<file path="src/sv/agbkf_pkg.sv">
// Shared types and constants of the angle and gyro bias Kalman filter.
`timescale 1ns / 1ps

package agbkf_pkg;

   localparam int IO_W  = 32;
   localparam int CFG_W = 31;
   localparam int IDX_W = 2;
   localparam int DT_W  = 17;

   localparam logic [IDX_W-1:0] REG_SAMPLE_PERIOD = 2'd0;
   localparam logic [IDX_W-1:0] REG_ANGLE_NOISE   = 2'd1;
   localparam logic [IDX_W-1:0] REG_BIAS_NOISE    = 2'd2;
   localparam logic [IDX_W-1:0] REG_MEASURE_NOISE = 2'd3;

   localparam logic [DT_W-1:0] DT_RESET = 17'd66;

   typedef enum logic [2:0] {
      ST_IDLE,
      ST_PREP,
      ST_MSTART,
      ST_MWAIT,
      ST_GAIN,
      ST_DSTART,
      ST_DWAIT,
      ST_OUT
   } state_type;

   typedef enum logic [3:0] {
      MOP_DT_RATE,
      MOP_DT_CBB,
      MOP_DT_S,
      MOP_K0_INNOV,
      MOP_K1_INNOV,
      MOP_K0_P00,
      MOP_K0_P01,
      MOP_K1_P00,
      MOP_K1_P01
   } mop_type;

   typedef struct packed {
      logic    load;
      logic    prep;
      logic    mul_start;
      logic    wb;
      mop_type op;
      logic    gain;
      logic    div_start;
      logic    out_load;
   } cmd_type;

   typedef struct packed {
      logic mul_done;
      logic div_done;
   } sts_type;

endpackage

</file>
<file path="src/sv/agbkf_ctrl.sv">
// Controller state machine that sequences predict, gain and update steps.
`timescale 1ns / 1ps

module agbkf_ctrl (
   input  logic               clock,
   input  logic               reset,
   input  logic               req_valid,
   output logic               req_ready,
   output logic               rsp_valid,
   input  logic               rsp_ready,
   output agbkf_pkg::cmd_type cmd,
   input  agbkf_pkg::sts_type sts
);

   agbkf_pkg::state_type state_ff, state_in;
   agbkf_pkg::mop_type   op_ff, op_in;
   logic                 rsp_valid_ff, rsp_valid_in;

   always_ff @(posedge clock) begin
      if (reset) begin
         state_ff     <= agbkf_pkg::ST_IDLE;
         op_ff        <= agbkf_pkg::MOP_DT_RATE;
         rsp_valid_ff <= 1'b0;
      end else begin
         state_ff     <= state_in;
         op_ff        <= op_in;
         rsp_valid_ff <= rsp_valid_in;
      end
   end

   always_comb begin
      state_in  = state_ff;
      op_in     = op_ff;
      req_ready = 1'b0;
      cmd       = '0;
      cmd.op    = op_ff;
      case (state_ff)
         agbkf_pkg::ST_IDLE: begin
            req_ready = 1'b1;
            if (req_valid) begin
               cmd.load = 1'b1;
               state_in = agbkf_pkg::ST_PREP;
            end
         end
         agbkf_pkg::ST_PREP: begin
            cmd.prep = 1'b1;
            op_in    = agbkf_pkg::MOP_DT_RATE;
            state_in = agbkf_pkg::ST_MSTART;
         end
         agbkf_pkg::ST_MSTART: begin
            cmd.mul_start = 1'b1;
            state_in      = agbkf_pkg::ST_MWAIT;
         end
         agbkf_pkg::ST_MWAIT: begin
            if (sts.mul_done) begin
               cmd.wb   = 1'b1;
               state_in = agbkf_pkg::ST_MSTART;
               case (op_ff)
                  agbkf_pkg::MOP_DT_RATE:  op_in = agbkf_pkg::MOP_DT_CBB;
                  agbkf_pkg::MOP_DT_CBB:   op_in = agbkf_pkg::MOP_DT_S;
                  agbkf_pkg::MOP_DT_S:     state_in = agbkf_pkg::ST_GAIN;
                  agbkf_pkg::MOP_K0_INNOV: op_in = agbkf_pkg::MOP_K1_INNOV;
                  agbkf_pkg::MOP_K1_INNOV: op_in = agbkf_pkg::MOP_K0_P00;
                  agbkf_pkg::MOP_K0_P00:   op_in = agbkf_pkg::MOP_K0_P01;
                  agbkf_pkg::MOP_K0_P01:   op_in = agbkf_pkg::MOP_K1_P00;
                  agbkf_pkg::MOP_K1_P00:   op_in = agbkf_pkg::MOP_K1_P01;
                  agbkf_pkg::MOP_K1_P01:   state_in = agbkf_pkg::ST_OUT;
                  default:                 state_in = agbkf_pkg::ST_IDLE;
               endcase
            end
         end
         agbkf_pkg::ST_GAIN: begin
            cmd.gain = 1'b1;
            state_in = agbkf_pkg::ST_DSTART;
         end
         agbkf_pkg::ST_DSTART: begin
            cmd.div_start = 1'b1;
            state_in      = agbkf_pkg::ST_DWAIT;
         end
         agbkf_pkg::ST_DWAIT: begin
            if (sts.div_done) begin
               op_in    = agbkf_pkg::MOP_K0_INNOV;
               state_in = agbkf_pkg::ST_MSTART;
            end
         end
         agbkf_pkg::ST_OUT: begin
            // Wait until the output register is free before loading it.
            if (!rsp_valid_ff || rsp_ready) begin
               cmd.out_load = 1'b1;
               state_in     = agbkf_pkg::ST_IDLE;
            end
         end
         default: begin
            state_in = agbkf_pkg::ST_IDLE;
         end
      endcase
   end

   always_comb begin
      if (cmd.out_load) begin
         rsp_valid_in = 1'b1;
      end else if (rsp_ready) begin
         rsp_valid_in = 1'b0;
      end else begin
         rsp_valid_in = rsp_valid_ff;
      end
   end

   assign rsp_valid = rsp_valid_ff;

endmodule

</file>
<file path="config.mk">
export PLATFORM = sky130hd
export DESIGN_NAME = agbkf_ctrl
export DESIGN_NICKNAME = d
export VERILOG_FILES = /design/src/sv/agbkf_pkg.sv /design/src/sv/agbkf_ctrl.sv
export SDC_FILE = /design/constraint.sdc
export NUM_CORES = 1
export LEC_CHECK = 0
export BUFFER_PORTS_ARGS = -buffer_cell sky130_fd_sc_hd__buf_2
export CAP_MARGIN = 20
export CORE_MARGIN = 3
export CORE_UTILIZATION = 48
export DETAILED_ROUTE_END_ITERATION = 12
export PLACE_DENSITY = 0.75
export SETUP_SLACK_MARGIN = 0.02
export SYNTH_ARGS = -nofsm -noshare
export SYNTH_HDL_FRONTEND = slang
export SYNTH_SLANG_ARGS = --single-unit
</file>
<file path="constraint.sdc">
create_clock -name clock -period 1.8 [get_ports clock]
set_input_delay 0.27 -clock clock [delete_from_list [all_inputs] [get_ports clock]]
set_output_delay 0.27 -clock clock [all_outputs]
set_load 0.05 [all_outputs]
</file>
### After elaboration in Yosys (flattened, before gate mapping)

Index checks and enable logic that the tools add are counted.

| word-level totals | value |
|---|---|
| register bits after elaboration | 8 |
| input port bits | 6 |
| logic and storage cells | 55 |
| output and inout port bits | 13 |

| operators by class | value |
|---|---|
| reduce and logical (&&, ||, !) cells | 9 |
| muxes and demuxes | 23 |
| equal/unequal tests | 20 |

Operators by type and width:

| kind | number |
|---|---|
| $pmux W4 S7 | 1 |
| $pmux W3 S8 | 1 |
| $eq A4 B3 Y1 const B | 4 |
| $mux W1 | 13 |
| $eq A3 B3 Y1 const B | 4 |
| $mux W3 | 4 |
| $pmux W4 S3 | 1 |
| $pmux W3 S3 | 1 |
| $eq A4 B2 Y1 const B | 2 |
| $mux W4 | 2 |
| $ne A2 B2 Y1 const B | 4 |
| $ne A8 B8 Y1 const B | 1 |
| $reduce_and A4 Y1 | 2 |
| $reduce_or A7 Y1 | 1 |
| $eq A3 B2 Y1 const B | 2 |
| $eq A4 B1 Y1 const B | 1 |
| $eq A4 B4 Y1 const B | 1 |
| $logic_not A4 Y1 | 1 |
| $eq A3 B1 Y1 const B | 1 |
| $logic_not A3 Y1 | 1 |
| $reduce_bool A3 Y1 | 1 |
| $reduce_bool A2 Y1 | 1 |
| $logic_not A1 Y1 | 1 |
| $logic_or A1 B1 Y1 | 1 |

### Depth between registers and ports, before layout

Gate-level depths: netlist (run 1).

| logic depth | value |
|---|---|
| depth after elaboration | 5 |
| gate-level depth with buffers | 5 |
| mapped depth without buffers | 4 |

### Worst setup path after synthesis (run 1)

No wires, ideal clock.

| path | value |
|---|---|
| path type | flip-flop to output port |
| from | register state_ff[0] |
| to | output port cmd[10] (netlist bit) |
| cell stages (with the launch flop) | 4 |
| slack | -0.683 ns |
| path buffers | 1 |
| arrival time | 2.213 ns |
| data required time | 1.530 ns |
| cell sequence | dfxtp_1 > buf_2 > nor3_1 > and2_1 |

RTL lines:

| what | line | text |
|---|---|---|
| from (decl) | agbkf_ctrl.sv:15 | `agbkf_pkg::state_type state_ff, state_in;` |
| from (signal assigned) | agbkf_ctrl.sv:21 | `state_ff <= agbkf_pkg::ST_IDLE;` |
| from (signal assigned) | agbkf_ctrl.sv:25 | `state_ff <= state_in;` |
| to (decl) | agbkf_ctrl.sv:11 | `output agbkf_pkg::cmd_type cmd,` |

==> impl_metrics.csv, run 1 <==
group,metric,value,unit
status,status,"finished, final reports clean",
clocking,htree_num_levels,1,
synthesis,synth_top_area_share,0.2560,
floorplan,rows,12,
sta,whs,311.6,ps
synthesis,yosysWarnings,0,
sta,hold_violations,0,
layout,antenna_cells,0,
setup_path,reg2reg_to,"op_ff[2]",
power,ir_drop,0.5167,mV
floorplan,core,1171,um^2
min_path,hold_path.class,"in2reg",
power,internal_power,353.7,uW
layout,mostFrequentLayoutCells,"buf_2, a21oi_1, dfxtp_1, nand2_1, buf_4",
routing,drtIter0Drc,25,
setup_path,r2r_cells,4,
clocking,root_buffer,"clkbuf_4",
clocking,clkSinkCount,8,
sta,slew_violations,0,
routing,drcViolationCount,0,
clocking,clockBufferDepth,2,
layout,nFillCells,109,
setup_path,cp.required,1530,ps
grt,grtUsageTotal,0.1916,
run,maxCapViolCount,0,
synthesis,synthFlopType,"dfxtp_1",
routing,ant_nets,0,
setup_path,r2r-start,"op_ff[0]",
power,leakage,0.0003047,uW
power,p_sw_frac,0.4251,
min_path,min_to,"rsp_valid",
synthesis,syn_area,625.6,um^2
routing,vias,666,
layout,final_area,765.7,um^2
routing,routedWlPerCell,14.28,um
sta,finalSetupTns,0,ps
layout,syn2layout_area_growth,22.40,%
floorplan,initial_utilization,0.5342,
routing,vias_per_cell,6.110,
layout,drive_above_1_share,0.4105,
floorplan,ios,19,
grt,grt.overflow.total,0,
setup_path,cp-start-kind,"flip-flop",
place,gp_congestion,0.9206,
setup_path,reg2reg_slack,240,ps
clocking,cts_tree,"built",
synthesis,synthTopCellsByArea,"dfxtp_1, nor3b_1, a21oi_1, a211oi_2, nor2b_1",
place,numPortBuffers,18,
synthesis,async_flop_share,0,
synthesis,synthCells,77,
sta,fin_crit,1668,ps
layout,seq_area,162.7,um^2
sta,relSlewSlack,0.6997,
clocking,cts.clk_slew.worst_paths,60,ps
synthesis,synth_edf_count,0,
floorplan,fp.dieW,42.10,um
min_path,hold_depth,3,
synthesis,synth_top_area_cell,"dfxtp_1",
routing,first_pass_iters,4,
clocking,worstSkewPairLatency,260,ps
sta,fmax,0.5993,GHz
power,finalPower,615.1,uW
place,dpl-instance-area,738.2,um^2
sta,setup_viol,0,
setup_path,crit_fanout,7,
sta,worstMarginPinSlew,448.4,ps
grt,grt_pass1_vias,615,
layout,final_common_cell,"buf_2",
floorplan,die_h,42.10,um
grt,grt_pass1_wl,2.663,mm
sta,rsz0062_at_grt,"no",
synthesis,synth_nets,83,
layout,fin_nets,103,
clocking,cts_buffers,3,
setup_path,cp_data_arrival_time,1400,ps
grt,antenna_found_initial,0,
power,p_sw,261.5,uW
synthesis,ys_ff_latch,8,
synthesis,syn_avg_cell_area,8.125,um^2
routing,drt_wl_total,1.556,mm
sta,period_share,0.9269,
synthesis,synth_cell_types,37,
floorplan,fp.dieArea,1772,um^2
power,pwr-share-seq,0.364,
layout,multi_input_area,429.2,um^2
place,dp.final_hpwl,1.118,mm
power,pwr-share-comb,0.402,
power,p_clk_frac,0.233,
setup_path,critical_path_class,"reg2out",
power,p_per_area,803.3,nW/um^2
setup_path,crit_path_end_kind,"output pin",
synthesis,ys_seq_area_frac,0.2560,
grt,grt_start_max_net_pins,16,
sta,fin_skew,10.12,ps
min_path,hold_path.startpoint,"rsp_ready",
final cells by class:
class,count,share of cell area
timing repair buffer,22,0.1601
clock buffer,3,0.02941
inverter,3,0.01471
sequential,8,0.2124
multi-input combinational,59,0.5605
tap,14,0.02288
flip-flops by register name, summed over array words and instances (netlist names):
signal and cells:
state_ff 3, rsp_valid 1, op_ff 4
worst max path at each step:
stage	start	endpoint	slack, ps	cells past startpoint
after floorplan	state_ff[0]	cmd[10]	-190	3
after global placement	state_ff[0]	op_ff[0]	260	4
after detailed placement	state_ff[0]	op_ff[2]	220	4
after CTS	state_ff[0]	cmd[0]	30	4
after global routing	state_ff[1]	cmd[0]	30	5
final	state_ff[1]	cmd[0]	130	5
power by group through the flow:
stage	registers, uW	clock network (uW)	logic [uW]
2_1_floorplan	232	0	195
3_3_place_gp	226	0	242
3_5_place_dp	226	0	245
4_1_cts	222	145	247
5_1_grt	226	161	266
6_report	224	143	248
worst max-delay path: stages, from the launching register on:
cell and delay [ps]:
dfxtp_1 370, buf_4 180, and2_1 190, nand2_1 90, nor2b_1 110, buf_4 200
metrics by stage:
| step | setup WS (ps) | utilization | std cells |
|---|---|---|---|
| floorplan | -190.6 | - | 77 |
| global placement | 259.1 | 0.6303 | 106 |
| detailed placement | 223.2 | 0.6303 | 106 |
| CTS | 26.69 | 0.6506 | 109 |
| global route | 29.64 | 0.6538 | 109 |
| finish | 131.5 | 0.6538 | 109 |
kinds of logic (layout without fill, tap and decap cells):
logic type	Yosys count	count (layout)	share of synthesized area
xor+xnor	2	2	0.02801
flops	8	8	0.2560
compound gates	22	22	0.2640
buf+inv	10	28	0.09799
simple gates	35	35	0.3540
metal layers:
metal	vias up	wire length [um]	global-route usage
li1	318	-	-
met1	315	698	0.2564
met2	28	711	0.2840
met3	5	128	0.08155
met4	0	17	0.04348
met5	-	0	0
cell usage after synthesis, drive strengths merged, types with 2 or more instances:
| library cell | instances |
|---|---|
| and2 | 3 |
| nor2 | 4 |
| a211oi | 2 |
| clkbuf | 2 |
| nand2b | 4 |
| o21ai | 3 |
| a21oi | 7 |
| nand2 | 5 |
| inv | 3 |
| nor2b | 4 |
| nand3 | 2 |
| xnor2 | 2 |
| dfxtp | 8 |
| buf | 5 |
| nor3 | 2 |
| nor3b | 5 |
repair_timing:
item                       in CTS  in global routing
resized for setup               1                  3
gates cloned                    0                  0
setup buffers                   0                  0
hold buffers                    0                  0
setup endpoints to repair       1                  3
Note: power is estimated with default switching activity, not from simulation.
==> run 2, diff against run 1 <==
CAP_MARGIN = unset   (was 20)
CORE_UTILIZATION = 40   (was 48)
GPL_TIMING_DRIVEN = 0   (was unset)
PLACE_DENSITY = unset   (was 0.75)
==> run 2 against run 1 <==
Compared with the run above:
- via count decreased by 8.1%
- cell count up 2.8%
- count of clock-buffer cells in the layout unchanged
- final area increased by 2.9%
- critical path depth fell by 2
- first-iteration DRC count shrank 48%
- routed wire length shrank 3.0%
- global-route usage is 2.6 points lower
- largest power group unchanged
- sequential power shrank 8%
==> impl_metrics.csv, run 2 (synthesized netlist as in run 1, its figures left out) <==
group,metric,value,unit
status,status,"finished, final reports clean",
setup_path,r2r-start,"op_ff[3]",
sta,slew_violations,0,
min_path,hold_path.startpoint,"reset",
floorplan,rows,13,
clocking,cts-resized-gates,3,
clocking,cts_setup_buffers,0,
sta,fin_skew,14.66,ps
floorplan,fp.dieW,45.55,um
floorplan,fp.dieArea,2074,um^2
sta,setup_slack,165.2,ps
routing,drcViolationCount,0,
layout,syn2layout_area_growth,26.00,%
place,gp_congestion,0.8464,
setup_path,critical_path_class,"reg2out",
routing,routedWlPerCell,13.48,um
sta,relSlewSlack,0.6899,
grt,grt.overflow.total,0,
clocking,root_buffer,"clkbuf_4",
clocking,clkSinkCount,8,
routing,vias,612,
layout,post-route-util,0.5701,
clocking,cts_buffers,3,
grt,antenna_found_initial,0,
sta,fin_crit,1635,ps
floorplan,die_h,45.55,um
setup_path,cp_data_arrival_time,1360,ps
place,dp.final_hpwl,1.067,mm
routing,drt_wl_total,1.510,mm
power,leakage,0.0003163,uW
routing,vias_per_cell,5.464,
setup_path,reg2reg_to,"op_ff[2]",
layout,fin_nets,105,
power,finalPower,628.0,uW
sta,fmax,0.6117,GHz
sta,setup_viol,0,
power,ir_drop,0.3284,mV
grt,grt_pass1_vias,580,
floorplan,initial_utilization,0.4525,
sta,rsz0062_at_grt,"no",
routing,drtIter0Drc,13,
layout,mostFrequentLayoutCells,"buf_2, a21oi_1, nand2_1, dfxtp_1",
floorplan,ios,19,
sta,worstMarginPinSlew,463.0,ps
run,maxCapViolCount,0,
power,p_per_area,796.7,nW/um^2
setup_path,reg2reg_slack,270,ps
sta,hold_violations,0,
clocking,cts_tree,"built",
min_path,hold_path.class,"in2reg",
grt,grt_start_max_net_pins,11,
clocking,cts_hold_buf,0,
layout,largest_reg_flops,4,
layout,final_area,788.3,um^2
routing,ant_nets,0,
min_path,min_to,"op_ff[3]",
layout,final_common_cell,"buf_2",
setup_path,cp-start-kind,"flip-flop",
layout,top_register,"op_ff",
layout,antenna_cells,0,
setup_path,crit_path_end_kind,"output pin",
setup_path,cp.required,1530,ps
clocking,cts.clk_slew.worst_paths,70,ps
setup_path,r2r_cells,4,
sta,whs,248.7,ps
clocking,clockBufferDepth,2,
place,numPortBuffers,17,
clocking,htree_num_levels,1,
grt,grtUsageTotal,0.1657,
layout,drive_above_1_share,0.4330,
clocking,worstSkewPairLatency,270,ps
sta,period_share,0.9082,
min_path,hold_depth,2,
place,dpl-instance-area,754.5,um^2
place,dpl_worst_slack,202.6,ps
setup_path,crit_fanout,10,
floorplan,core,1383,um^2
routing,first_pass_iters,4,
grt,grt_pass1_wl,2.497,mm
## run 2: cell count changes in the layout (fill, tap and decap cells not counted)
cell      delta
buf_4        -2
buf_6        +2
clkbuf_2     +2
buf_2        -1
clkbuf_4     +1
dfxtp_1      -1
dfxtp_2      +1
## run 2: metal layers
metal	part of all wire	GRT usage
met4	0.0026	0.03509
met3	0.053	0.05929
met2	0.43	0.2340
met1	0.52	0.2387
met5	0	0
## run 2: where the power goes
part	internal [uW]	switching [uW]	leakage, uW
registers	192	14.8	0.0000664
logic	94.9	178	0.000236
clock network	76.9	71.4	0.0000138
total	364	264	0.000316
## run 2: cell type report
cell class	count	area, um^2
multi-input cells	59	429.2
flip-flops and latches	8	163.9
inverters	3	11.26
clock buffers	3	22.52
fillers	135	594.3
well taps	15	18.77
plain buffers	7	55.05
repair buffers	17	87.58
## run 2: worst max-delay path by stage
| stage | from | end | slack [ps] |
|---|---|---|---|
| 6_report | state_ff[1] | cmd[8] | 170 |
| 5_1_grt | state_ff[1] | cmd[8] | 40 |
| 4_1_cts | state_ff[0] | cmd[0] | 50 |
| 3_5_place_dp | state_ff[1] | cmd[8] | 200 |
| 3_3_place_gp | state_ff[1] | cmd[8] | 190 |
| 2_1_floorplan | state_ff[0] | cmd[10] | -190 |
## run 2: worst max-delay path, stage by stage, from the launching register on
cell and delay [ps]:
dfxtp_2 380, clkbuf_2 260, nor3b_2 190, buf_2 270
## run 2: through the flow
step                      std cells  setup TNS [ps]
final                           112               0
after global routing            112               0
after CTS                       112               0
after detailed placement        109               0
after global placement          109               0
after floorplan                  77          -209.2
